===== src/sv/lpcd_pkg.sv =====
package lpcd_pkg;

  localparam int unsigned MAX_FRAME_BYTES = 1024;
  localparam int unsigned MIN_FRAME_BYTES = 5;
  localparam int unsigned SHORT_LEN_MAX   = 2;

  localparam logic [15:0] MaxLen = 16'(MAX_FRAME_BYTES);
  localparam logic [15:0] MinLen = 16'(MIN_FRAME_BYTES);
  localparam logic [15:0] ShortLenMax = 16'(SHORT_LEN_MAX);

  // Configuration register indexes.
  localparam logic CFG_CHECK_RESPONSE   = 1'b0;
  localparam logic CFG_EXPECTED_COMMAND = 1'b1;

  typedef enum logic [2:0] {
    ST_OK         = 3'd0,
    ST_UNDERSIZED = 3'd1,
    ST_OVERSIZED  = 3'd2,
    ST_BAD_CRC    = 3'd3,
    ST_BAD_CMD    = 3'd4
  } status_t;

  // Packed so that the status lands in the lowest bits.
  typedef struct packed {
    logic [15:0] frame_length;
    logic [7:0]  frame_command;
    status_t     frame_status;
  } result_t;

  localparam int unsigned RESULT_W = $bits(result_t);
  localparam int unsigned OUT_TDATA_W = ((RESULT_W + 7) / 8) * 8;

  // CRC-16/XMODEM, one byte, table-free form.
  function automatic logic [15:0] crc16_byte(input logic [15:0] crc, input logic [7:0] b);
    logic [15:0] c;
    c = {crc[7:0], crc[15:8]};
    c = c ^ {8'h00, b};
    c = c ^ {12'h000, c[7:4]};
    c = c ^ {c[3:0], 12'h000};
    c = c ^ {3'b000, c[7:0], 5'b00000};
    return c;
  endfunction

endpackage


===== src/sv/length_prefixed_crc16_deframer_core.sv =====
// A frame's result enters the output register, or the skid register if the output one is held.
// Throughput: one byte per cycle when not stalled; CRC update, counters and checks are combinational.
// The input stalls only when both the output register and the skid register hold results.
// Reset: synchronous, active low; clears the frame state, the buffer and both config registers.
module length_prefixed_crc16_deframer_core (
  input  logic        clk,
  input  logic        rst_n,
  // Configuration write port.
  input  logic        cfg_we,
  input  logic        cfg_index,
  input  logic [7:0]  cfg_wdata,
  // Received byte stream.
  input  logic        in_tvalid,
  output logic        in_tready,
  input  logic [7:0]  in_tdata,   // [7:0] rx_byte
  // Frame results.
  output logic        out_tvalid,
  input  logic        out_tready,
  output logic [lpcd_pkg::OUT_TDATA_W-1:0] out_tdata
  // [2:0] frame_status, [10:3] frame_command, [26:11] frame_length, rest zero
);
  import lpcd_pkg::*;

  logic    in_xfer;
  logic    res_valid;
  result_t res_data;
  logic    buf_space;
  result_t out_res;

  // A byte transfers whenever the skid register is free, so the frame
  // logic never has to hold back a result it produces.
  assign in_tready = buf_space;
  assign in_xfer   = in_tvalid && in_tready;

  // Frame tracker: length capture, CRC with two-byte hold-back and checks.
  lpcd_frame u_frame (
    .clk        (clk),
    .rst_n      (rst_n),
    .cfg_we     (cfg_we),
    .cfg_index  (cfg_index),
    .cfg_wdata  (cfg_wdata),
    .byte_valid (in_xfer),
    .byte_data  (in_tdata),
    .res_valid  (res_valid),
    .res_data   (res_data)
  );

  // Output register with a skid stage behind it.
  lpcd_outbuf u_outbuf (
    .clk       (clk),
    .rst_n     (rst_n),
    .push      (res_valid),
    .push_data (res_data),
    .space     (buf_space),
    .out_valid (out_tvalid),
    .out_data  (out_res),
    .out_ready (out_tready)
  );

  assign out_tdata = OUT_TDATA_W'(out_res);

endmodule


===== src/sv/lpcd_frame.sv =====
module lpcd_frame (
  input  logic                    clk,
  input  logic                    rst_n,
  input  logic                    cfg_we,
  input  logic                    cfg_index,
  input  logic [7:0]              cfg_wdata,
  input  logic                    byte_valid,
  input  logic [7:0]              byte_data,
  output logic                    res_valid,
  output lpcd_pkg::result_t       res_data
);
  import lpcd_pkg::*;

  typedef enum logic [2:0] {
    PH_LEN_HI = 3'b001,
    PH_LEN_LO = 3'b010,
    PH_BODY   = 3'b100
  } phase_t;

  phase_t      phase_r, phase_nxt;
  logic [15:0] byte_index_r, byte_index_nxt;
  logic [15:0] length_r, length_nxt;
  logic [15:0] crc_r, crc_nxt;
  logic [7:0]  command_r, command_nxt;
  logic [15:0] held_r, held_nxt;
  logic        check_r;
  logic [7:0]  expected_r;
  logic        emit;

  always_comb begin
    phase_nxt      = phase_r;
    byte_index_nxt = byte_index_r;
    length_nxt     = length_r;
    crc_nxt        = crc_r;
    command_nxt    = command_r;
    held_nxt       = held_r;
    emit           = 1'b0;
    if (byte_valid) begin
      unique case (phase_r)
        PH_LEN_LO: begin
          length_nxt     = length_r | {8'h00, byte_data};
          held_nxt       = {held_r[7:0], byte_data};
          byte_index_nxt = 16'd2;
          if (length_nxt <= ShortLenMax) begin
            emit      = 1'b1;
            phase_nxt = PH_LEN_HI;
          end else begin
            phase_nxt = PH_BODY;
          end
        end
        PH_BODY: begin
          crc_nxt  = crc16_byte(crc_r, held_r[15:8]);
          held_nxt = {held_r[7:0], byte_data};
          if (byte_index_r == 16'd2) begin
            command_nxt = byte_data;
          end
          byte_index_nxt = byte_index_r + 16'd1;
          if (byte_index_nxt == length_r) begin
            emit      = 1'b1;
            phase_nxt = PH_LEN_HI;
          end
        end
        default: begin
          length_nxt     = {byte_data, 8'h00};
          held_nxt       = {8'h00, byte_data};
          byte_index_nxt = 16'd1;
          crc_nxt        = 16'd0;
          command_nxt    = 8'd0;
          phase_nxt      = PH_LEN_LO;
        end
      endcase
    end
  end

  // Status checks run on the updated state, first failing check wins.
  always_comb begin
    res_data.frame_length  = length_nxt;
    res_data.frame_command = command_nxt;
    priority if (length_nxt < MinLen) begin
      res_data.frame_status  = ST_UNDERSIZED;
      res_data.frame_command = 8'd0;
    end else if (length_nxt > MaxLen) begin
      res_data.frame_status = ST_OVERSIZED;
    end else if (crc_nxt != held_nxt) begin
      res_data.frame_status = ST_BAD_CRC;
    end else if (check_r && (command_nxt != expected_r)) begin
      res_data.frame_status = ST_BAD_CMD;
    end else begin
      res_data.frame_status = ST_OK;
    end
  end

  assign res_valid = emit;

  always_ff @(posedge clk) begin
    if (!rst_n) begin
      phase_r      <= PH_LEN_HI;
      byte_index_r <= '0;
      length_r     <= '0;
      crc_r        <= '0;
      command_r    <= '0;
      held_r       <= '0;
      check_r      <= 1'b0;
      expected_r   <= '0;
    end else begin
      phase_r      <= phase_nxt;
      byte_index_r <= byte_index_nxt;
      length_r     <= length_nxt;
      crc_r        <= crc_nxt;
      command_r    <= command_nxt;
      held_r       <= held_nxt;
      if (cfg_we) begin
        unique case (cfg_index)
          CFG_CHECK_RESPONSE:   check_r    <= cfg_wdata[0];
          CFG_EXPECTED_COMMAND: expected_r <= cfg_wdata;
          default: ;
        endcase
      end
    end
  end

endmodule


===== src/sv/lpcd_outbuf.sv =====
module lpcd_outbuf (
  input  logic                 clk,
  input  logic                 rst_n,
  input  logic                 push,
  input  lpcd_pkg::result_t    push_data,
  output logic                 space,
  output logic                 out_valid,
  output lpcd_pkg::result_t    out_data,
  input  logic                 out_ready
);
  import lpcd_pkg::*;

  logic    main_valid_r, skid_valid_r;
  result_t main_r, skid_r;
  logic    pop;

  assign pop       = main_valid_r && out_ready;
  assign space     = !skid_valid_r;
  assign out_valid = main_valid_r;
  assign out_data  = main_r;

  always_ff @(posedge clk) begin
    if (!rst_n) begin
      main_valid_r <= 1'b0;
      skid_valid_r <= 1'b0;
    end else if (skid_valid_r) begin
      if (pop) begin
        main_valid_r <= 1'b1;
        skid_valid_r <= 1'b0;
      end
    end else if (push) begin
      if (!main_valid_r || pop) begin
        main_valid_r <= 1'b1;
      end else begin
        skid_valid_r <= 1'b1;
      end
    end else if (pop) begin
      main_valid_r <= 1'b0;
    end
  end

  always_ff @(posedge clk) begin
    if (skid_valid_r) begin
      if (pop) begin
        main_r <= skid_r;
      end
    end else if (push) begin
      if (!main_valid_r || pop) begin
        main_r <= push_data;
      end else begin
        skid_r <= push_data;
      end
    end
  end

endmodule


===== config.mk =====
export PLATFORM = sky130hd
export DESIGN_NAME = length_prefixed_crc16_deframer_core
export DESIGN_NICKNAME = d
export VERILOG_FILES = /design/src/sv/lpcd_pkg.sv /design/src/sv/length_prefixed_crc16_deframer_core.sv /design/src/sv/lpcd_frame.sv /design/src/sv/lpcd_outbuf.sv
export SDC_FILE = /design/constraint.sdc
export NUM_CORES = 1
export LEC_CHECK = 0
export ABC_CLOCK_PERIOD_IN_PS = 4300
export BUFFER_PORTS_ARGS = -buffer_cell sky130_fd_sc_hd__buf_4
export CAP_MARGIN = 10
export CORE_UTILIZATION = 37
export DETAILED_ROUTE_END_ITERATION = 8
export HOLD_SLACK_MARGIN = 0.05
export PLACE_DENSITY = 0.6
export SETUP_SLACK_MARGIN = 0.15
export SLEW_MARGIN = 30
export SYNTH_ARGS = -nofsm -noshare
export SYNTH_HDL_FRONTEND = slang
export SYNTH_SLANG_ARGS = --single-unit

===== constraint.sdc =====
create_clock -name clk -period 4.3 [get_ports clk]
set_clock_uncertainty 0.15 [all_clocks]
set_input_delay 1.29 -clock clk [delete_from_list [all_inputs] [get_ports clk]]
set_output_delay 1.29 -clock clk [all_outputs]
set_load 0.03 [all_outputs]

-- After elaboration in Yosys (flattened, before gate mapping)
Index checks and enable logic that the tools add are counted.
- register bits after elaboration: 140
- latch bits: 0
- RAM bits: 0
- memory bits (read-only): 0
- bits of input ports: 22
- output and inout bits: 34
- word-level logic and storage cells: 88
- memories kept: 0
- $add $sub $neg: 1
- $mul: 0
- div/mod/pow operators: 0
- magnitude comparators: 3
- eq/ne operators: 9
- shift-type cells: 0
- muxes and demuxes: 35
- bitwise operators: 8
- reductions and logical operators: 16
- operator list (operator ; number):
    $mux W27 ; 4
    $pmux W16 S2 ; 3
    $mux W16 ; 4
    $mux W8 ; 3
    $mux W3 ; 6
    $add A16 B1 Y16 const B ; 1
    $eq A16 B16 Y1 ; 1
    $eq A16 B2 Y1 const B ; 1
    $gt A16 B11 Y1 const B ; 1
    $le A16 B2 Y1 const B ; 1
    $lt A16 B3 Y1 const B ; 1
    $ne A16 B16 Y1 ; 1
    $or A16 B8 Y16 ; 1
    $pmux W8 S2 ; 1
    $xor A16 B13 Y16 ; 1
    $xor A16 B16 Y16 ; 1
    $xor A16 B4 Y16 ; 1
    $xor A16 B8 Y16 ; 1
    $mux W1 ; 12
    $reduce_and A3 Y1 ; 3
    $ne A8 B8 Y1 ; 1
    $pmux W3 S2 ; 1
    $reduce_and A2 Y1 ; 3
    $reduce_bool A2 Y1 ; 3
    11 further kinds ; 16

-- Longest topological paths before layout
- depth in word-level cells: 13
- gate-level depth with buffers: 11
- gate-level depth less buffers: 10

-- Cells and area by module
A second synthesis with hierarchy kept.
- cell total of the unflattened synthesis: 727
- area total of the unflattened synthesis: 7468.4 um^2
- by module, submodules not included (module ; times used ; cells an instance ; area an instance (um^2) ; seq. area each (um^2)):
    lpcd_frame ; 1 ; 622 ; 5358.9 ; 1681.6
    lpcd_outbuf ; 1 ; 98 ; 2062.0 ; 1661.6
    length_prefixed_crc16_deframer_core ; 1 ; 7 ; 47.5 ; 0.0

-- Worst setup path before layout
OpenSTA, ideal clock, no wires.
- kind: input to register
- start point: input port in_tdata[6]
- end point: register u_outbuf.skid_r[0] (netlist name), enable pin
- setup time: 0.429 ns
- arrival: 3.883 ns
- data required time: 3.721 ns
- slack: -0.162 ns
- stages on the path: 7
- path buffers: 0
- path through: nor4_1 -> nor2b_1 -> nand4_1 -> nor3b_1 -> a41o_1 -> nand2_2 -> nor4b_2
- cells in the longest elaborated chain, start to end: 6
- ends and longest elaborated chain (item ; line ; text):
    start, declared ; length_prefixed_crc16_deframer_core.sv:15 ; input logic [7:0] in_tdata,
    $or A16 B8 Y16 ; lpcd_frame.sv:41 ; length_nxt = length_r | {8'h00, byte_data};
    $le A16 B2 Y1 ; lpcd_frame.sv:44 ; if (length_nxt <= ShortLenMax) begin
    $mux W1 ; lpcd_frame.sv:44 ;
    $pmux W1 S2 ; lpcd_frame.sv:39 ; unique case (phase_r)
    $mux W1 ; lpcd_frame.sv:38 ; if (byte_valid) begin
    $reduce_and A3 Y1 (no line) ; n/a ;
    end signal, assigned ; lpcd_outbuf.sv:51 ; skid_r <= push_data;
    end, declared ; lpcd_outbuf.sv:14 ; result_t main_r, skid_r;
No other way between the ends.
A chain may end at the register's enable or synchronous reset.

-- Worst setup path in the final report
- start point: register u_frame.byte_index_r[1]
- end point: register u_outbuf.skid_r[23] (netlist name), enable pin
- cells in the longest elaborated chain, start to end: 6
- ends and longest elaborated chain (item ; line ; text):
    start, declared ; lpcd_frame.sv:21 ; logic [15:0] byte_index_r, byte_index_nxt;
    start signal, assigned ; lpcd_frame.sv:107 ; byte_index_r <= byte_index_nxt;
    $add A16 B1 Y16 ; lpcd_frame.sv:57 ; byte_index_nxt = byte_index_r + 16'd1;
    $eq A16 B16 Y1 ; lpcd_frame.sv:58 ; if (byte_index_nxt == length_r) begin
    $mux W1 ; lpcd_frame.sv:58 ;
    $pmux W1 S2 ; lpcd_frame.sv:39 ;
    $mux W1 ; lpcd_frame.sv:38 ;
    $reduce_and A3 Y1 (no line) ; n/a ;
No other way between the ends.

==> run_results.csv <==
group,metric,value,unit
worst_setup_path,worstPathArrival,3.70,ns
clocking,clkLatencyLatePin,0.43,ns
floorplanning,floorplan.rows,50,
logic_synthesis,synthesis.yosys.warnings,0,
route,drt_wl_total,16900,µm
placed_design,globalplace.congestion,0.853,
global_route,antenna_found_initial,0,
placed_design,place_hpwl,11800,µm
placed_design,port_buffers,50,
clocking,clock_path_buffers,2,
status,outcome,"finished, final reports clean",
route,drt-wirelength-per-cell,17.2,µm
final_layout,antenna_cells,0,
logic_synthesis,postSynthCellCount,685,
timing,timing.final.crit_share,87.4,%
route,num_vias,5193,
flow_run,max-cap-violations,0,
timing,maxSlewViolCount,0,
timing,rsz0062_at_grt,"no",
final_layout,final_layout_size_suffix_gt1_share,17.8,%
final_layout,finalInstanceArea,8220,µm²
timing,setup_violations,0,
pwr,power_density,370,nW/µm²
timing,timing.fmax,0.266,GHz
clocking,tritoncts,"built",
global_route,first_global_vias,5122,
logic_synthesis,syn-cell-area,7020,µm²
worst_setup_path,worst_path_maximum_fanout,27,
floorplanning,area_of_the_die,19500,µm²
clocking,cts_inserted_buffers,17,
logic_synthesis,syn-mean-instance-area,10.2,µm²
clocking,path_clk_slew,0.06,ns
worst_setup_path,critical_path_sink_type,"flop",
logic_synthesis,synthDistinctLibCells,67,
route,drcViolationCount,0,
worst_setup_path,ff2ff_path_depth,10,
floorplanning,start_util,37.7,%
floorplanning,num_io_pins,56,
clocking,clock_sink_count,140,
global_route,grt-ovfl-total,0,
timing,worst_pin_slew,0.935,ns
final_layout,final_nets,757,
clocking,h-tree-depth,4,
clocking,cts_hold_buf,0,
route,drtPass1Iterations,5,
global_route,grt_usage,18.3,%
route,drt_iter0_drc,451,
pwr,cellLeakagePower,0.00318,µW
worst_setup_path,path_class,"flop to flop",
hold_path,hold-path-cell-count,2,
timing,tns,0,ns
logic_synthesis,synth_edf_count,54,
global_route,grt_first_pass_wirelength,27600,µm
route,drt.antenna.violating_nets,0,
global_route,maximum_number_of_pins_on_one_net_before_global_route_repair,80,
logic_synthesis,synthArstFlopShare,0,%
timing,final_hold_viol_count,0,
pwr,post-layout-total-power,3040,µW
route,post_drt_via_cell_ratio,5.30,
logic_synthesis,postSynthRegisterBits,140,
logic_synthesis,synth-seq-area-share,47.6,%
clocking,cts-root-buf,"sky130_fd_sc_hd__clkbuf_16",
placed_design,placed_cell_area,7660,µm²
clocking,post-cts-setup-buffer-count,0,
worst_setup_path,critPathRequiredTime,4.24,ns
floorplanning,dieHeight,140,µm
worst_setup_path,startpoint_type,"flop",
floorplanning,floorplan.core_area,18600,µm²
logic_synthesis,synth_flop_cell,"sky130_fd_sc_hd__dfxtp_1",
timing,slew_headroom,37.6,%
hold_path,worst_min_delay_path_category,"flop to flop",
floorplanning,chipWidth,140,µm
clocking,post_cts_resized,0,
pwr,max-vdd-ir-drop,250,µV
timing,finalCriticalPeriod,3.76,ns
final_layout,areaGrowthSynthToFinish,17.1,%
-- cell usage after synthesis (all sizes together), types with 2 or more instances --
library cell	number	area, µm²
and4	5	45.0
dfxtp	86	1720
nor4b	2	23.8
a21oi	19	98.9
a31oi	3	18.8
nor4	12	81.3
o211a	2	20.0
nand4	13	103
o21a	6	45.0
a221oi	2	23.8
nor3b	5	37.5
and2	37	231
a22oi	8	60.1
o211ai	2	15.0
nand3	19	95.1
and3	5	31.3
o22ai	2	12.5
xor2	21	184
ha	2	25.0
edfxtp	54	1620
xnor2	40	350
and2b	2	15.0
nor3	10	50.1
xnor3	8	180
buf	23	144
o31ai	11	82.6
o2bb2ai	8	70.1
nand2b	2	12.5
nor2	41	159
nor2b	33	206
a21boi	11	82.6
mux2	18	203
or4	2	15.0
clkbuf	23	86.3
mux2i	19	190
a31o	3	26.3
o21ai	19	95.1
a22o	14	123
nand2	71	269
inv	8	30.0
or3b	2	17.5
-- critical path: stages, from the launching register on --
cell	delay, ns
sky130_fd_sc_hd__dfxtp_1	0.49
sky130_fd_sc_hd__ha_1	0.35
sky130_fd_sc_hd__nand3_1	0.21
sky130_fd_sc_hd__nor2_1	0.45
sky130_fd_sc_hd__nand3_1	0.25
sky130_fd_sc_hd__mux2i_1	0.19
sky130_fd_sc_hd__nor4_2	0.29
sky130_fd_sc_hd__a41o_1	0.33
sky130_fd_sc_hd__nand2_2	0.11
sky130_fd_sc_hd__nor4b_4	0.21
sky130_fd_sc_hd__buf_4	0.38
-- routing by layer --
layer	track usage, %	wire length [µm]	part of all wire [%]
met1	25.0	7820	46
met5	0	0	0
met2	28.4	7940	47
met4	7.17	254	1.5
met3	3.79	858	5.1
-- power breakdown --
part	switching [µW]	internal (µW)
Sequential	21.4	1390
Clock	557	844
Combinational	130	94.9
Total	709	2330
-- cells by family (layout without fill, tap and decap cells) --
group                    after synthesis  count (layout)  share of synthesized area, %
XOR/XNOR                              70              70                          10.5
AND/OR/NAND/NOR                      263             263                          20.1
adder cells (fa/ha/maj)                2               2                         0.356
AO/OA/AOI/OAI                        118             118                          12.1
buffers and inverters                 54             111                          3.71
flip-flops                           140             140                          47.6
multiplexers                          37              37                          5.60
other                                  1               5                        0.0534
-- through the flow --
stage               util [%]  hold WS, ns  instances  setup slack, ns
finish                  44.1        0.334        980            0.541
global route            44.1        0.374        980            0.305
detailed placement      41.1        0.334        948            0.367
global placement        41.1        0.325        948            0.459
floorplan                  -        0.306        689            0.444
CTS                     44.1        0.342        980            0.586
-- path summary, 6_finish.rpt --
path                           startpoint                    end  slack (ns)
setup / recovery  u_frame.byte_index_r[1]    u_outbuf.skid_r[23]        0.54
hold / removal      u_frame.expected_r[0]  u_frame.expected_r[0]        0.33
setup reg to reg  u_frame.byte_index_r[1]    u_outbuf.skid_r[23]        0.54
hold reg to reg     u_frame.expected_r[0]  u_frame.expected_r[0]        0.33
-- cell type report --
cell class                 instances  area, µm²
timing repair buffer              71        546
clock buffer                      19        433
sequential                       140       3340
fill                            1751      10400
clock inverter                    13        126
multi-input combinational        495       3450
tap                              234        293
inverter                           8       30.0
-- placed cells by master, fill, tap and decap left out, drive strengths merged, types with 3 or more instances in the layout --
| cell | netlist | routed |
|---|---|---|
| edfxtp | 54 | 54 |
| mux2 | 18 | 18 |
| o21a | 6 | 6 |
| a31oi | 3 | 3 |
| nor2 | 41 | 41 |
| a21boi | 11 | 11 |
| and2 | 37 | 37 |
| buf | 23 | 71 |
| and4 | 5 | 5 |
| a21oi | 19 | 19 |
| clkbuf | 23 | 19 |
| nor3 | 10 | 10 |
| o2bb2ai | 8 | 8 |
| dfxtp | 86 | 86 |
| conb | 1 | 5 |
| clkinvlp | 0 | 4 |
| xor2 | 21 | 21 |
| nor4 | 12 | 12 |
| a22o | 14 | 14 |
| a22oi | 8 | 8 |
| mux2i | 19 | 19 |
| xnor3 | 8 | 8 |
| nand4 | 13 | 13 |
| o31ai | 11 | 11 |
| xnor2 | 40 | 40 |
| and3 | 5 | 5 |
| o21ai | 19 | 19 |
| nor2b | 33 | 33 |
| a31o | 3 | 3 |
| clkinv | 0 | 6 |
| nor3b | 5 | 5 |
| inv | 8 | 9 |
| nand3 | 19 | 19 |
| nand2 | 71 | 71 |
-- state kept, by name, indices dropped and copies added (netlist names) --
name	flops
u_frame.byte_index_r	16
u_frame.check_r	1
u_frame.command_r	8
u_frame.crc_r	16
u_frame.expected_r	8
u_frame.held_r	16
u_frame.length_r	16
u_frame.phase_r	3
u_outbuf.out_data	27
u_outbuf.out_valid	1
u_outbuf.skid_r	27
u_outbuf.skid_valid_r	1
(Power assumes the default switching activity.)
